**config.mk**
```make
export PLATFORM = sky130hd
export DESIGN_NAME = led_burst_blink_sequencer
export DESIGN_NICKNAME = d
export VERILOG_FILES = /design/src/hdl/lbbs_pkg.sv /design/src/hdl/lbbs_core.sv /design/src/hdl/led_burst_blink_sequencer.sv
export VERILOG_INCLUDE_DIRS = /design/src /design/src/hdl
export SDC_FILE = /design/constraint.sdc
export NUM_CORES = 1
export LEC_CHECK = 0
export CORE_UTILIZATION = 55
export CTS_CLUSTER_SIZE = 14
export DETAILED_ROUTE_END_ITERATION = 10
export DONT_BUFFER_PORTS = 1
export PLACE_DENSITY = 0.67
export SYNTH_ARGS = -nofsm -noshare
export SYNTH_HDL_FRONTEND = slang
export SYNTH_SLANG_ARGS = --single-unit
```
**constraint.sdc**
```tcl
create_clock -name i_clk -period 10.1 [get_ports i_clk]
set_clock_uncertainty 0.2 [all_clocks]
set_input_delay 1.01 -clock i_clk [delete_from_list [all_inputs] [get_ports i_clk]]
set_output_delay 1.01 -clock i_clk [all_outputs]
set_load 0.1 [all_outputs]
```
**src/hdl/led_burst_blink_sequencer_defines.svh**
```systemverilog
// ----------------------------------------------------------------------------
// led burst blink sequencer assertion macros
// wrappers that vanish when the design is synthesised
// ----------------------------------------------------------------------------
`ifndef LED_BURST_BLINK_SEQUENCER_DEFINES_SVH
`define LED_BURST_BLINK_SEQUENCER_DEFINES_SVH

`ifndef SYNTHESIS

// checked only while reset is released
`define LBBS_ASSERT(lbl, prop, msg) \
    lbl: assert property (@(posedge i_clk) disable iff (!i_rst_n) prop) else $error(msg);

// checked on every edge, reset included
`define LBBS_ASSERT_ALWAYS(lbl, prop, msg) \
    lbl: assert property (@(posedge i_clk) prop) else $error(msg);

`else

`define LBBS_ASSERT(lbl, prop, msg)
`define LBBS_ASSERT_ALWAYS(lbl, prop, msg)

`endif

`endif

```
**src/hdl/lbbs_pkg.sv**
```systemverilog
// ----------------------------------------------------------------------------
// lbbs_pkg
// shared types and codes of the led burst blink sequencer
// ----------------------------------------------------------------------------
package lbbs_pkg;

    localparam int FUNC_W  = 2;
    localparam int COUNT_W = 8;
    localparam int MS_W    = 16;

    // item kinds
    typedef enum logic [FUNC_W-1:0] {
        FUNC_TICK  = 2'd0,
        FUNC_BURST = 2'd1,
        FUNC_CONT  = 2'd2,
        FUNC_STOP  = 2'd3
    } t_func;

    typedef struct packed {
        t_func               func;
        logic [COUNT_W-1:0]  blink_count;
        logic [MS_W-1:0]     on_ms;
        logic [MS_W-1:0]     off_ms;
    } t_item;

    typedef struct packed {
        logic                running;
        logic [COUNT_W-1:0]  blinks_left;
        logic                pin_level;
        logic                led_on;
    } t_result;

endpackage

```
**src/hdl/lbbs_core.sv**
```systemverilog
// ----------------------------------------------------------------------------
// lbbs_core
// blink state registers and the single-pass update for one item
// ----------------------------------------------------------------------------
module lbbs_core #(
    parameter int TIME_BITS  = 16,
    parameter int COUNT_BITS = 8
) (
    input  logic             i_clk,
    input  logic             i_rst_n,
    input  logic             i_en,
    input  lbbs_pkg::t_item  i_item,
    input  logic             i_active_level,
    output lbbs_pkg::t_result o_result
);
    import lbbs_pkg::*;

    localparam int TB = TIME_BITS;
    localparam int CB = COUNT_BITS;

    logic          r_lit,        n_lit;
    logic [TB-1:0] r_elapsed,    n_elapsed;
    logic [CB-1:0] r_burst_left, n_burst_left;
    logic          r_cont,       n_cont;
    logic [TB-1:0] r_phase_on,   n_phase_on;
    logic [TB-1:0] r_phase_off,  n_phase_off;
    logic [TB-1:0] r_rep_on,     n_rep_on;
    logic [TB-1:0] r_rep_off,    n_rep_off;

    logic [TB-1:0] on_t;
    logic [TB-1:0] off_t;
    logic [TB-1:0] off_eff;
    logic [TB-1:0] elapsed_inc;
    logic [TB-1:0] wait_ms;

    assign on_t        = TB'(i_item.on_ms);
    assign off_t       = TB'(i_item.off_ms);
    assign off_eff     = (off_t != '0) ? off_t : on_t;
    // saturating ms counter
    assign elapsed_inc = (r_elapsed == '1) ? r_elapsed : r_elapsed + TB'(1);
    assign wait_ms     = r_lit ? r_phase_on : r_phase_off;

    always_comb begin
        n_lit        = r_lit;
        n_elapsed    = r_elapsed;
        n_burst_left = r_burst_left;
        n_cont       = r_cont;
        n_phase_on   = r_phase_on;
        n_phase_off  = r_phase_off;
        n_rep_on     = r_rep_on;
        n_rep_off    = r_rep_off;
        unique case (i_item.func)
            FUNC_TICK: begin
                if (r_burst_left != '0 || r_cont) begin
                    if (elapsed_inc >= wait_ms) begin
                        n_elapsed = elapsed_inc - wait_ms;
                        n_lit     = ~r_lit;
                        // a blink completes on the toggle to dark
                        if (r_lit && r_burst_left != '0) begin
                            n_burst_left = r_burst_left - CB'(1);
                            if (r_burst_left == CB'(1) && r_cont) begin
                                n_phase_on  = r_rep_on;
                                n_phase_off = r_rep_off;
                            end
                        end
                    end else begin
                        n_elapsed = elapsed_inc;
                    end
                end
            end
            FUNC_BURST, FUNC_CONT: begin
                n_burst_left = (i_item.func == FUNC_BURST) ? CB'(i_item.blink_count) : '0;
                n_phase_on   = on_t;
                n_phase_off  = off_eff;
                // dark start lights on the next tick
                n_elapsed    = r_lit ? '0 : off_eff;
                n_lit        = 1'b0;
                if (i_item.func == FUNC_CONT) begin
                    n_cont    = 1'b1;
                    n_rep_on  = on_t;
                    n_rep_off = off_eff;
                end
            end
            FUNC_STOP: begin
                n_burst_left = '0;
                n_cont       = 1'b0;
                n_lit        = 1'b0;
            end
            default: begin
            end
        endcase
    end

    always_ff @(posedge i_clk) begin
        if (!i_rst_n) begin
            r_lit        <= 1'b0;
            r_elapsed    <= '0;
            r_burst_left <= '0;
            r_cont       <= 1'b0;
            r_phase_on   <= '0;
            r_phase_off  <= '0;
            r_rep_on     <= '0;
            r_rep_off    <= '0;
        end else if (i_en) begin
            r_lit        <= n_lit;
            r_elapsed    <= n_elapsed;
            r_burst_left <= n_burst_left;
            r_cont       <= n_cont;
            r_phase_on   <= n_phase_on;
            r_phase_off  <= n_phase_off;
            r_rep_on     <= n_rep_on;
            r_rep_off    <= n_rep_off;
        end
    end

    // result as seen after the update
    assign o_result.led_on      = n_lit;
    assign o_result.pin_level   = n_lit ? i_active_level : ~i_active_level;
    assign o_result.blinks_left = COUNT_W'(n_burst_left);
    assign o_result.running     = (n_burst_left != '0) || n_cont;

endmodule

```
**src/hdl/led_burst_blink_sequencer.sv**
```systemverilog
// throughput: one item per cycle, stalled only by the output side
// input register -> single-pass blink update -> result register
// one result item for every input item, in order
// reset (synchronous, active low): led dark, counters and times zero,
// active level 1, both pipeline stages empty
// ----------------------------------------------------------------------------
// led_burst_blink_sequencer
// drives one led from 1 ms tick items and burst, continuous and stop commands
// ----------------------------------------------------------------------------
`include "led_burst_blink_sequencer_defines.svh"

module led_burst_blink_sequencer #(
    parameter int TIME_BITS  = 16,
    parameter int COUNT_BITS = 8
) (
    input  logic        i_clk,
    input  logic        i_rst_n,
    // input item channel
    input  logic        s_axis_tvalid,
    output logic        s_axis_tready,
    input  logic [39:0] s_axis_tdata,   // blink_count[7:0], on_ms[23:8], off_ms[39:24]
    input  logic [1:0]  s_axis_tuser,   // func[1:0]
    // result item channel
    output logic        m_axis_tvalid,
    input  logic        m_axis_tready,
    output logic [15:0] m_axis_tdata,   // led_on[0], pin_level[1], blinks_left[9:2],
                                        // running[10], zero[15:11]
    // configuration write: active level
    input  logic        i_cfg_valid,
    output logic        o_cfg_ready,
    input  logic        i_cfg_data
);
    import lbbs_pkg::*;

    logic    r_active_level;
    logic    r_in_valid;
    t_item   r_in;
    logic    r_out_valid;
    t_result r_out;
    t_result core_result;
    logic    out_free;
    logic    advance;

    // config register, written only while the block is idle
    assign o_cfg_ready = !r_in_valid && !r_out_valid;

    always_ff @(posedge i_clk) begin
        if (!i_rst_n) begin
            r_active_level <= 1'b1;
        end else if (i_cfg_valid && o_cfg_ready) begin
            r_active_level <= i_cfg_data;
        end
    end

    // result register frees up when empty or being taken
    assign out_free      = !r_out_valid || m_axis_tready;
    // input register item moves through the update into the result register
    assign advance       = r_in_valid && out_free;
    assign s_axis_tready = !r_in_valid || out_free;

    // input register
    always_ff @(posedge i_clk) begin
        if (!i_rst_n) begin
            r_in_valid <= 1'b0;
        end else if (s_axis_tready) begin
            r_in_valid <= s_axis_tvalid;
        end
    end

    always_ff @(posedge i_clk) begin
        if (s_axis_tready && s_axis_tvalid) begin
            r_in.func        <= t_func'(s_axis_tuser);
            r_in.blink_count <= s_axis_tdata[7:0];
            r_in.on_ms       <= s_axis_tdata[23:8];
            r_in.off_ms      <= s_axis_tdata[39:24];
        end
    end

    // blink state and update, committed when the item advances
    lbbs_core #(
        .TIME_BITS  (TIME_BITS),
        .COUNT_BITS (COUNT_BITS)
    ) u_core (
        .i_clk          (i_clk),
        .i_rst_n        (i_rst_n),
        .i_en           (advance),
        .i_item         (r_in),
        .i_active_level (r_active_level),
        .o_result       (core_result)
    );

    // result register
    always_ff @(posedge i_clk) begin
        if (!i_rst_n) begin
            r_out_valid <= 1'b0;
        end else if (out_free) begin
            r_out_valid <= r_in_valid;
        end
    end

    always_ff @(posedge i_clk) begin
        if (advance) begin
            r_out <= core_result;
        end
    end

    assign m_axis_tvalid = r_out_valid;
    assign m_axis_tdata  = {5'd0, r_out.running, r_out.blinks_left,
                            r_out.pin_level, r_out.led_on};

    // pin level is the active level when lit, its inverse when dark
    `LBBS_ASSERT(a_pin_level, r_out_valid |-> (r_out.pin_level == (r_out.led_on ~^ r_active_level)), "pin level does not follow led state")
    // an advancing item always lands in the result register
    `LBBS_ASSERT(a_advance_out, advance |=> r_out_valid, "advanced item lost")
    // a stalled input register keeps its item
    `LBBS_ASSERT(a_in_hold, (r_in_valid && !out_free) |=> r_in_valid, "stalled item dropped")
    // reset empties the result register
    `LBBS_ASSERT_ALWAYS(a_rst_empty, !i_rst_n |=> !m_axis_tvalid, "result valid after reset")

endmodule

```
# ---- Yosys cells after proc, flatten, opt, wreduce, memory -nomap -nowiden
# Index checks and enable logic that the tools add are counted.
# Widths: inputs -> output; s select.
dict set report totals {
  wordCells 84
  register_bits 146
  in_bits 48
}
dict set report op_classes {
  n_reduce_logical 22
  mux 28
  n_lt_le_gt_ge 1
  n_addsub 3
  n_bitwise 2
  n_eq_ne 9
}
# cell count
set ops {}
lappend ops {{$mux 16} 14}
lappend ops {{$pmux 16 s2} 3}
lappend ops {{$mux 8} 4}
lappend ops {{$pmux 8 s3} 1}
lappend ops {{$add 16x1->16 const B} 1}
lappend ops {{$eq 16x16->1 const B} 1}
lappend ops {{$ge 16x16->1} 1}
lappend ops {{$reduce_bool 16->1} 1}
lappend ops {{$reduce_bool 8->1} 2}
lappend ops {{$sub 16x16->16} 1}
lappend ops {{$eq 8x1->1 const B} 1}
lappend ops {{$ne 2x1->1 const B} 4}
lappend ops {{$sub 8x1->8 const B} 1}
lappend ops {{$logic_and 1x1->1} 6}
lappend ops {{$reduce_and 3->1} 2}
lappend ops {{$reduce_and 6->1} 1}
lappend ops {{$eq 2x2->1 const B} 2}
lappend ops {{$logic_or 1x1->1} 4}
lappend ops {{$mux 1} 4}
lappend ops {{$pmux 1 s2} 2}
lappend ops {{$reduce_or 3->1} 1}
lappend ops {{$eq 2x1->1 const B} 1}
lappend ops {{$logic_not 1->1} 2}
lappend ops {{$logic_not 2->1} 1}
lappend ops {{other kinds (3)} 4}

# ---- Longest topological paths before layout
# Gate-level depths: netlist of the first run.
dict set report logic_depth {
  ltp_word 8
  ltp_mapped 20
  mapped_depth_nobuf 18
}

# ---- Cells and area by module
# Synthesis of the first run repeated with hierarchy kept, for this count alone.
dict set report unflattened {
  cells_unflattened 788
  area_unflattened_um2 7559.8
}
# module instances area_per_inst_um2 cells_each
set by_module_without_submodules {}
lappend by_module_without_submodules {lbbs_core 1 5781.8 714}
lappend by_module_without_submodules {led_burst_blink_sequencer 1 1778.0 74}

# ---- Least setup slack after synthesis of the first run
# No wires, ideal clock.
dict set report synth_timing {
  path_type {register to register}
  from {register u_core.r_elapsed[3]}
  to {register r_out (netlist bit m_axis_tdata[10]), data pin}
  arrival_ps 4080
  setup_time_ps 265
  path_slack_ps 5555
  required_ps 9635
  period_less_slack_ps 4545
  stages_incl_launch_ff 18
  path_cell_list {dfxtp_1 > buf_2 > nand4_4 > nor4_4 > a21oi_1 > and4_1 > xor2_1 > ha_1 > and2_1 > a221oi_1 > nand2_1 > a41oi_1 > a31oi_4 > o21ai_2 > nor3_1 > a221o_1 > nor4_2 > nand3_1}
}
# element line
set synth_lines {}
lappend synth_lines {{start, declared} lbbs_core.sv:22} ;# logic [TB-1:0] r_elapsed, n_elapsed;
lappend synth_lines {{start signal, assigned} lbbs_core.sv:106} ;# r_elapsed <= n_elapsed;
lappend synth_lines {{end signal, assigned} led_burst_blink_sequencer.sv:103} ;# r_out <= core_result;
lappend synth_lines {{end, declared} led_burst_blink_sequencer.sv:39} ;# t_result r_out;

# ---- Worst setup path after layout of the first run
dict set report layout_timing {
  from {register u_core.r_elapsed[3]}
  to {register u_core.r_elapsed[0]}
}
dict set report layout_between {
  elab_chain_len 6
}
# element line
set layout_rtl {}
lappend layout_rtl {{$add 16x1->16 / $eq 16x16->1 (equally long branches)} lbbs_core.sv:40} ;# assign elapsed_inc = (r_elapsed == '1) ? r_elapsed : r_elapsed + TB'(1);
lappend layout_rtl {{$mux 16 *} lbbs_core.sv:40}
lappend layout_rtl {{$ge 16x16->1 / $sub 16x16->16 (equally long branches)} {lbbs_core.sv:55, lbbs_core.sv:56}}
lappend layout_rtl {{$mux 16 *} lbbs_core.sv:55} ;# if (elapsed_inc >= wait_ms) begin
lappend layout_rtl {{$mux 16 *} lbbs_core.sv:54} ;# if (r_burst_left != '0 || r_cont) begin
lappend layout_rtl {{$pmux 16 s2 *} lbbs_core.sv:52} ;# unique case (i_item.func)
# Mark *: on every way between the ends. The rest lies on a longest branch, timed or not. The select of a mux whose other input is x is not followed.
# A chain may end at the register's enable or synchronous reset.

==> results of run 1 <==
flip-flops by register name (all words and copies together), names as in the netlist:
name and count:
m_axis_tdata 11, m_axis_tvalid 1, r_active_level 1, r_in 42, r_in_valid 1, u_core.r_burst_left 8, u_core.r_cont 1, u_core.r_elapsed 16
u_core.r_lit 1, u_core.r_phase_off 16, u_core.r_phase_on 16, u_core.r_rep_off 16, u_core.r_rep_on 16
through the flow:
stage          setup slack (ns)  utilization (%)  total power [W]  cell area [sq um]
2_1_floorplan              5.55                -         0.000948               7430
3_3_place_gp               5.01             56.7          0.00101               7480
3_5_place_dp               4.84             56.7          0.00101               7480
4_1_cts                    4.79             61.4          0.00167               8100
5_1_grt                    4.32             61.4          0.00173               8100
6_report                   4.81             61.4          0.00166               8100
where the power goes:
| part | internal, W | switching [W] | leakage [nW] |
|---|---|---|---|
| sequential | 0.000642 | 0.0000416 | 1.27 |
| combinational | 0.000121 | 0.000202 | 1.49 |
| clock | 0.000396 | 0.000260 | 0.300 |
| total | 0.00116 | 0.000503 | 3.06 |
layout by cell type, fill, tap and decap left out, types with 14 or more instances in the layout:
| master | count |
|---|---|
| sky130_fd_sc_hd__nand3_1 | 15 |
| sky130_fd_sc_hd__nand2_1 | 71 |
| sky130_fd_sc_hd__edfxtp_1 | 53 |
| sky130_fd_sc_hd__a21oi_1 | 75 |
| sky130_fd_sc_hd__clkbuf_16 | 17 |
| sky130_fd_sc_hd__o21ai_0 | 21 |
| sky130_fd_sc_hd__ha_1 | 24 |
| sky130_fd_sc_hd__a211oi_1 | 33 |
| sky130_fd_sc_hd__xnor2_1 | 20 |
| sky130_fd_sc_hd__nor2_1 | 112 |
| sky130_fd_sc_hd__dfxtp_1 | 93 |
| sky130_fd_sc_hd__inv_1 | 14 |
| sky130_fd_sc_hd__mux2i_1 | 51 |
cell usage after synthesis (8+ instances only):
library cell               number  area share [%]
sky130_fd_sc_hd__dfxtp_1       93              25
sky130_fd_sc_hd__a21oi_1       75             5.1
sky130_fd_sc_hd__inv_1         14            0.71
sky130_fd_sc_hd__nor2_1       113             5.7
sky130_fd_sc_hd__clkbuf_1      35             1.8
sky130_fd_sc_hd__ha_1          25             4.2
sky130_fd_sc_hd__xnor2_1       20             2.4
sky130_fd_sc_hd__edfxtp_1      53              21
sky130_fd_sc_hd__xor2_1         9             1.1
sky130_fd_sc_hd__mux2i_1       51             6.9
sky130_fd_sc_hd__buf_2          8            0.54
sky130_fd_sc_hd__a211oi_1      34             3.4
sky130_fd_sc_hd__nand3_1       15             1.0
sky130_fd_sc_hd__a21o_1        12             1.2
sky130_fd_sc_hd__nor3_1        13            0.88
sky130_fd_sc_hd__o21ai_0       21             1.4
sky130_fd_sc_hd__o221ai_1       8            0.94
sky130_fd_sc_hd__nand2_1       71             3.6
area by class of cell:
type	instances	area, sq um
fillers	1150	5090
multi-input cells	570	3700
flip-flops and latches	146	3450
clock buffers	17	425
well taps	176	220
clock inverters	15	194
inverters	15	56.3
repair buffers	7	52.6
cell families after synthesis:
family	count (synthesis)	synth area share, %
xor gates and xnor gates	29	3.42
adders and majority gates	26	4.49
and+or+nand+nor	248	14.9
buffers and inverters	68	3.98
AOI/OAI and AO/OA	206	19.0
other	1	0.0506
muxes	56	7.67
DFF	146	46.6
per-layer routing:
metal | GRT usage [%] | wire length, microns | up-vias
met3 | 6.03 | 1100 | 15
met1 | 37.7 | 8500 | 2681
met4 | 7.53 | 216 | 0
li1 | - | - | 2783
met5 | 0 | 0 | -
met2 | 35.2 | 7110 | 202
worst max path at each step:
stage	startpoint	endpoint	slack [ns]	cells past startpoint
floorplan	u_core.r_elapsed[3]	m_axis_tdata[10]	5.55	17
global placement	u_core.r_elapsed[3]	u_core.r_elapsed[0]	5.01	18
detailed placement	u_core.r_elapsed[3]	m_axis_tdata[10]	4.84	17
CTS	u_core.r_elapsed[3]	u_core.r_elapsed[0]	4.79	18
global route	u_core.r_elapsed[3]	u_core.r_elapsed[0]	4.32	18
finish	u_core.r_elapsed[3]	u_core.r_elapsed[0]	4.81	17
critical path, cell delays in order (launching register included):
cell and delay [ns]:
sky130_fd_sc_hd__dfxtp_1 0.51, sky130_fd_sc_hd__nand4_4 0.19, sky130_fd_sc_hd__nor4_4 0.51, sky130_fd_sc_hd__a21oi_1 0.24, sky130_fd_sc_hd__and4_1 0.27, sky130_fd_sc_hd__xor2_1 0.16, sky130_fd_sc_hd__ha_1 0.36, sky130_fd_sc_hd__and2_1 0.19
sky130_fd_sc_hd__a221oi_1 0.65, sky130_fd_sc_hd__nand2_1 0.11, sky130_fd_sc_hd__a41oi_1 0.34, sky130_fd_sc_hd__a31oi_4 0.11, sky130_fd_sc_hd__nor2_2 0.29, sky130_fd_sc_hd__buf_4 0.35, sky130_fd_sc_hd__mux2_2 0.37, sky130_fd_sc_hd__o221ai_1 0.16
sky130_fd_sc_hd__o21ai_0 0.11, sky130_fd_sc_hd__nor2_1 0.09
==> impl_metrics.sql, run 1 <==
INSERT INTO impl_metrics (metric_group, metric, value, unit) VALUES
('cts', 'path_clk_slew', '0.06', 'ns'),
('synthesis', 'postSynth.asyncResetShare', '0', '%'),
('cts', 'cts.sink_count', '146', ''),
('layout', 'drive_above_1_share', '8.31', '%'),
('synthesis', 'avgSynthCellArea', '9.51', 'sq um'),
('sta', 'finalHoldViolCount', '0', ''),
('sta', 'fin_worst_hold_slack', '0.256', 'ns'),
('detailed_routing', 'drtAntennaViolNets', '0', ''),
('min_path', 'hp-class', 'reg2reg', ''),
('floorplanning', 'fp.dieArea', '0.0140', 'sq mm'),
('cts', 'cts_tree', 'built', ''),
('critical_path', 'r2r-end', 'u_core.r_elapsed[0]', ''),
('synthesis', 'netlist_area', '0.00742', 'sq mm'),
('grt', 'grt_use_total', '25.0', '%'),
('layout', 'nNetsFinal', '831', ''),
('min_path', 'min_from', 'u_core.r_rep_on[0]', ''),
('placement', 'dpl.hpwl', '12100', 'microns'),
('cts', 'cts_buffer_depth', '2', ''),
('min_path', 'worst_hold_path.num_cells', '2', ''),
('pwr', 'total_leakage_power', '3.06', 'nW'),
('detailed_routing', 'detail_route.drc_violations', '0', ''),
('grt', 'grt_pass1_vias', '5257', ''),
('floorplanning', 'start_util', '56.2', '%'),
('sta', 'final.setup.tns', '0', 'ns'),
('detailed_routing', 'drt_pre_antenna_iters', '5', ''),
('sta', 'max-slew-margin-rel', '25.8', '%'),
('detailed_routing', 'postRouteWirelength', '16900', 'microns'),
('grt', 'grt_start_max_net_pins', '69', ''),
('critical_path', 'critical_path_arrival', '5.44', 'ns'),
('placement', 'count_of_placed_standard_cells_including_taps', '914', ''),
('pwr', 'power_density', '205', 'mW/mm^2'),
('floorplanning', 'cell_row_count', '42', ''),
('synthesis', 'synth-warning-count', '0', ''),
('cts', 'resized_gates_after_cts', '0', ''),
('critical_path', 'worstSetupPathType', 'reg2reg', ''),
('critical_path', 'timing.reg2reg.setup_slack', '4.81', 'ns'),
('layout', 'antennaDiodeCount', '0', ''),
('flow_run', 'maxCapViolCount', '0', ''),
('cts', 'ctsRootBufferMaster', 'sky130_fd_sc_hd__clkbuf_16', ''),
('status', 'status', 'finished, final reports clean', ''),
('critical_path', 'timing.critical_path.required', '10.25', 'ns'),
('critical_path', 'crit_path_max_fanout', '28', ''),
('sta', 'post-route-min-period', '5.29', 'ns'),
('cts', 'cts_htree_levels', '4', ''),
('synthesis', 'netlist_instances', '780', ''),
('critical_path', 'endpoint_kind', 'flip-flop', ''),
('min_path', 'hold_worst_path_end', 'u_core.r_rep_on[0]', ''),
('grt', 'grt_pass1_wl', '27300', 'microns'),
('cts', 'post_cts_buffers', '0', ''),
('critical_path', 'r2r_cells', '17', ''),
('synthesis', 'synth_cell_types', '65', ''),
('sta', 'layout_worst_path_cycle_share', '52.4', '%'),
('sta', 'timing_max_transition_violations_final', '0', ''),
('critical_path', 'critical_path.startpoint_type', 'flip-flop', ''),
('floorplanning', 'die-height', '118', 'microns'),
('detailed_routing', 'num_vias', '5681', ''),
('synthesis', 'postSynthRegisterBits', '146', ''),
('grt', 'antenna_found_initial', '0', ''),
('synthesis', 'synth-seq-area-share', '46.6', '%'),
('sta', 'fmaxAchievable', '189', 'MHz'),
('sta', 'finalSetupViolCount', '0', ''),
('critical_path', 'rr_startpoint', 'u_core.r_elapsed[3]', ''),
('sta', 'worst_pin_slew', '1.11', 'ns'),
('placement', 'gpl.final_weighted_congestion', '0.931', ''),
('floorplanning', 'area_of_the_core', '0.0132', 'sq mm'),
('detailed_routing', 'routed_via_density', '6.01', ''),
('sta', 'grt_setup_unrepaired', 'false', ''),
('synthesis', 'synth_flop_cell', 'sky130_fd_sc_hd__dfxtp_1', ''),
('layout', 'finish.cell_count_without_fillers', '946', ''),
('cts', 'cts_inserted_buffers', '17', ''),
('placement', 'port-buffer-count', '0', ''),
('cts', 'cts.hold.buffers_added', '0', ''),
('detailed_routing', 'number_of_drc_markers_after_the_initial_detailed_route_iteration', '450', ''),
('synthesis', 'synth_enable_flop_cells', '53', ''),
('layout', 'area_growth', '9.24', '%'),
('floorplanning', 'design.portCount', '67', ''),
('floorplanning', 'chipWidth', '118', 'microns'),
('cts', 'clk-insertion-delay-late', '0.42', 'ns'),
('detailed_routing', 'routed_wire_length_per_instance', '17.9', 'microns'),
('pwr', 'largest_voltage_drop_on_the_vdd_net', '0.159', 'mV'),
('grt', 'globalRouteOverflowTotal', '0', '');
(Power assumes the default switching activity.)
==> run 2, diff against run 1 <==
--- a/config.mk
+++ b/config.mk
@@ -6,6 +6,7 @@
 export SDC_FILE = /design/constraint.sdc
 export NUM_CORES = 1
 export LEC_CHECK = 0
+export ABC_AREA = 1
 export CORE_UTILIZATION = 55
 export CTS_CLUSTER_SIZE = 14
 export DETAILED_ROUTE_END_ITERATION = 10
==> constraint.sdc (replaced) <==
create_clock -name i_clk -period 4.94 [get_ports i_clk]
set_clock_uncertainty 0.2 [all_clocks]
set_input_delay 0.494 -clock i_clk [delete_from_list [all_inputs] [get_ports i_clk]]
set_output_delay 0.494 -clock i_clk [all_outputs]
set_load 0.1 [all_outputs]
==> run 2 against run 1 <==
Wire length up 11%. Area after synthesis up 8.4%. Sequential cell count unchanged. Highest routed layer unchanged. Via count up 20%. Worst setup slack worse by 4.2 ns. Global-route usage up 1.5 points. Hold slack worse by 0.25 ns. Critical path depth up 8. Synthesized cell count up 41%. Sequential share of layout area down 4.7 points. Critical endpoint is now u_core.r_phase_on[7]. Combinational power up 120%. Non-clock buffer count up 45.
==> impl_metrics.sql, run 2 <==
INSERT INTO impl_metrics (metric_group, metric, value, unit) VALUES
('placement', 'dpl.hpwl', '12200', 'microns'),
('critical_path', 'worstSetupPathType', 'reg2reg', ''),
('synthesis', 'netlist_top_cells_count', 'sky130_fd_sc_hd__nand2_1, sky130_fd_sc_hd__inv_1, sky130_fd_sc_hd__o21ai_0', ''),
('min_path', 'hp-class', 'in2reg', ''),
('synthesis', 'synth.area.top_cells', 'sky130_fd_sc_hd__dfxtp_1, sky130_fd_sc_hd__edfxtp_1, sky130_fd_sc_hd__nand2_1, sky130_fd_sc_hd__o21ai_0, sky130_fd_sc_hd__inv_1', ''),
('pwr', 'total_leakage_power', '4.24', 'nW'),
('synthesis', 'netlist_area', '0.00804', 'sq mm'),
('detailed_routing', 'routed_wire_length_per_instance', '14.3', 'microns'),
('grt', 'grt_pass1_vias', '6195', ''),
('cts', 'cts_buffer_depth', '2', ''),
('critical_path', 'timing.critical_path.required', '5.06', 'ns'),
('critical_path', 'crit_path_max_fanout', '64', ''),
('critical_path', 'critical_path_arrival', '4.46', 'ns'),
('detailed_routing', 'postRouteWirelength', '18800', 'microns'),
('grt', 'grt_use_total', '26.5', '%'),
('critical_path', 'endpoint_kind', 'flip-flop', ''),
('synthesis', 'postSynthRegisterBits', '146', ''),
('pwr', 'total_power', '0.00333', 'W'),
('sta', 'final.setup.tns', '0', 'ns'),
('sta', 'fmaxAchievable', '231', 'MHz'),
('layout', 'antennaDiodeCount', '0', ''),
('floorplanning', 'area_of_the_core', '0.0141', 'sq mm'),
('layout', 'final_cell_mix', 'sky130_fd_sc_hd__nand2_1, sky130_fd_sc_hd__inv_1, sky130_fd_sc_hd__o21ai_0', ''),
('cts', 'clk-insertion-delay-late', '0.43', 'ns'),
('sta', 'finalHoldViolCount', '0', ''),
('placement', 'postPlaceCellArea', '0.00809', 'sq mm'),
('cts', 'cts_inserted_buffers', '17', ''),
('layout', 'nNetsFinal', '1194', ''),
('sta', 'grt_setup_unrepaired', 'false', ''),
('cts', 'ctsRootBufferMaster', 'sky130_fd_sc_hd__clkbuf_16', ''),
('floorplanning', 'chipWidth', '123', 'microns'),
('pwr', 'largest_voltage_drop_on_the_vdd_net', '0.288', 'mV'),
('cts', 'cts.sink_count', '146', ''),
('placement', 'pre_cts_ws', '0.677', 'ns'),
('placement', 'gpl.final_weighted_congestion', '0.927', ''),
('status', 'status', 'finished, final reports clean', ''),
('detailed_routing', 'detail_route.drc_violations', '0', ''),
('layout', 'area_growth', '13.1', '%'),
('sta', 'timing.final.ws_setup', '0.604', 'ns'),
('synthesis', 'synth_flop_cell', 'sky130_fd_sc_hd__dfxtp_1', ''),
('grt', 'grt_start_max_net_pins', '82', ''),
('synthesis', 'netlist_instances', '1099', ''),
('floorplanning', 'start_util', '57.1', '%'),
('layout', 'largest_register_ff_count', '42', ''),
('detailed_routing', 'drtAntennaViolNets', '0', ''),
('synthesis', 'synth-seq-area-share', '42.9', '%'),
('layout', 'drive_above_1_share', '5.12', '%'),
('sta', 'layout_worst_path_cycle_share', '87.8', '%'),
('critical_path', 'critical_path.startpoint_type', 'flip-flop', ''),
('floorplanning', 'die-height', '123', 'microns'),
('synthesis', 'synth-warning-count', '0', ''),
('synthesis', 'synth_cell_types', '39', ''),
('synthesis', 'synth_enable_flop_cells', '53', ''),
('floorplanning', 'design.portCount', '67', ''),
('sta', 'max-slew-margin-rel', '25.9', '%'),
('cts', 'path_clk_slew', '0.06', 'ns'),
('detailed_routing', 'num_vias', '6793', ''),
('synthesis', 'synth_largest_area_cell', 'sky130_fd_sc_hd__dfxtp_1', ''),
('layout', 'mostFrequentLayoutCell', 'sky130_fd_sc_hd__nand2_1', ''),
('sta', 'post-route-min-period', '4.34', 'ns'),
('sta', 'timing_max_transition_violations_final', '0', ''),
('detailed_routing', 'number_of_drc_markers_after_the_initial_detailed_route_iteration', '571', ''),
('layout', 'largest_register_by_flop_count', 'r_in', ''),
('layout', 'n_fill_cell', '1255', ''),
('grt', 'grt_pass1_wl', '30600', 'microns'),
('floorplanning', 'fp.dieArea', '0.0151', 'sq mm'),
('sta', 'worst_pin_slew', '1.11', 'ns'),
('cts', 'cts_htree_levels', '4', ''),
('grt', 'globalRouteOverflowTotal', '0', ''),
('grt', 'antenna_found_initial', '0', ''),
('detailed_routing', 'drt_pre_antenna_iters', '5', ''),
('detailed_routing', 'routed_via_density', '5.17', ''),
('layout', 'finalInstanceArea', '0.00910', 'sq mm'),
('floorplanning', 'cell_row_count', '43', ''),
('placement', 'port-buffer-count', '0', ''),
('flow_run', 'maxCapViolCount', '0', ''),
('synthesis', 'avgSynthCellArea', '7.32', 'sq um'),
('synthesis', 'synth_top_area_share', '23.1', '%'),
('sta', 'finalSetupViolCount', '0', ''),
('synthesis', 'most_frequent_cell_after_synthesis', 'sky130_fd_sc_hd__nand2_1', ''),
('cts', 'cts_tree', 'built', ''),
('synthesis', 'postSynth.asyncResetShare', '0', '%'),
('pwr', 'power_density', '366', 'mW/mm^2');
-- run 2: cell types whose count changed in the layout (fill, tap and decap cells not counted), moves of 9 or more --
cell,delta
sky130_fd_sc_hd__mux2i_1,-51
sky130_fd_sc_hd__o21ai_0,+109
sky130_fd_sc_hd__a21o_1,-12
sky130_fd_sc_hd__nand3_1,+36
sky130_fd_sc_hd__nor3_1,-9
sky130_fd_sc_hd__xor2_1,+10
sky130_fd_sc_hd__o21bai_1,+17
sky130_fd_sc_hd__a211oi_1,-31
sky130_fd_sc_hd__inv_1,+157
sky130_fd_sc_hd__nand2_1,+164
sky130_fd_sc_hd__dlygate4sd3_1,+43
sky130_fd_sc_hd__xnor2_1,-14
-- run 2: cells by family after synthesis --
group / after synthesis / share of synthesized area [%]
buf+inv: 227 / 11.5
flops: 146 / 42.9
simple gates: 427 / 21.9
other cells: 1 / 0.0466
fa+ha+maj: 26 / 4.14
compound gates: 247 / 16.8
xor+xnor: 25 / 2.72
-- run 2: stage by stage --
step           utilization (%)  cells  hold slack [ns]
6_report                  64.5   1313           0.0103
5_1_grt                   64.5   1313          0.00294
4_1_cts                   64.5   1313        0.0000148
3_5_place_dp              57.4   1237            0.236
3_3_place_gp              57.4   1237            0.232
2_1_floorplan                -   1103            0.224
-- run 2: layout make-up --
cell class	count	area, sq um	area share, %
well taps	180	225	2.48
repair buffers	52	523	5.75
clock inverters	13	124	1.36
clock buffers	19	433	4.76
flip-flops and latches	146	3450	38.0
inverters	173	649	7.14
multi-input cells	730	3690	40.6
-- run 2: path summary, 6_finish.rpt --
check / startpoint / endpoint / slack, ns / cells past startpoint
min reg2reg: u_core.r_rep_on[6] / u_core.r_rep_on[6] / 0.25 / 2
max reg2reg: u_core.r_elapsed[0] / u_core.r_phase_on[7] / 0.60 / 25
max: u_core.r_elapsed[0] / u_core.r_phase_on[7] / 0.60 / 25
min: i_rst_n / u_core.r_rep_on[12] / 0.01 / 2
-- run 2: layer usage --
metal	GRT usage [%]	vias to the layer above	wire length (microns)
met4	6.78	0	195
met2	41.8	165	8590
li1	-	3570	-
met1	37.2	3042	9140
met3	5.12	16	839
met5	0	-	0
-- run 2: timing repair --
item	CTS	global route
hold endpoints to repair	88	0
setup buffers	0	0
gates resized for setup	0	0
hold buffers	44	0
-- run 2: worst max-delay path: stages, from the launching register on --
cell and delay, ns:
sky130_fd_sc_hd__dfxtp_1 0.39, sky130_fd_sc_hd__ha_1 0.19, sky130_fd_sc_hd__inv_1 0.07, sky130_fd_sc_hd__nor2_2 0.13, sky130_fd_sc_hd__nand2_2 0.09, sky130_fd_sc_hd__inv_1 0.12, sky130_fd_sc_hd__nand2_1 0.08, sky130_fd_sc_hd__nor2_1 0.13
sky130_fd_sc_hd__inv_1 0.14, sky130_fd_sc_hd__nand4_1 0.13, sky130_fd_sc_hd__xor2_1 0.20, sky130_fd_sc_hd__inv_1 0.06, sky130_fd_sc_hd__ha_1 0.37, sky130_fd_sc_hd__a21oi_1 0.19, sky130_fd_sc_hd__o21ai_0 0.10, sky130_fd_sc_hd__inv_1 0.08
sky130_fd_sc_hd__nand3_1 0.15, sky130_fd_sc_hd__nand2_2 0.17, sky130_fd_sc_hd__nand3_4 0.18, sky130_fd_sc_hd__inv_2 0.29, sky130_fd_sc_hd__nor3_2 0.09, sky130_fd_sc_hd__o21ai_4 0.15, sky130_fd_sc_hd__buf_12 0.27, sky130_fd_sc_hd__nand2_1 0.09
sky130_fd_sc_hd__nand2_1 0.07, sky130_fd_sc_hd__nor2_1 0.04
-- run 2: where the power goes --
group | switching [W] | internal [W]
Sequential | 0.0000816 | 0.00132
Combinational | 0.000458 | 0.000240
Clock | 0.000529 | 0.000700
Total | 0.00107 | 0.00226
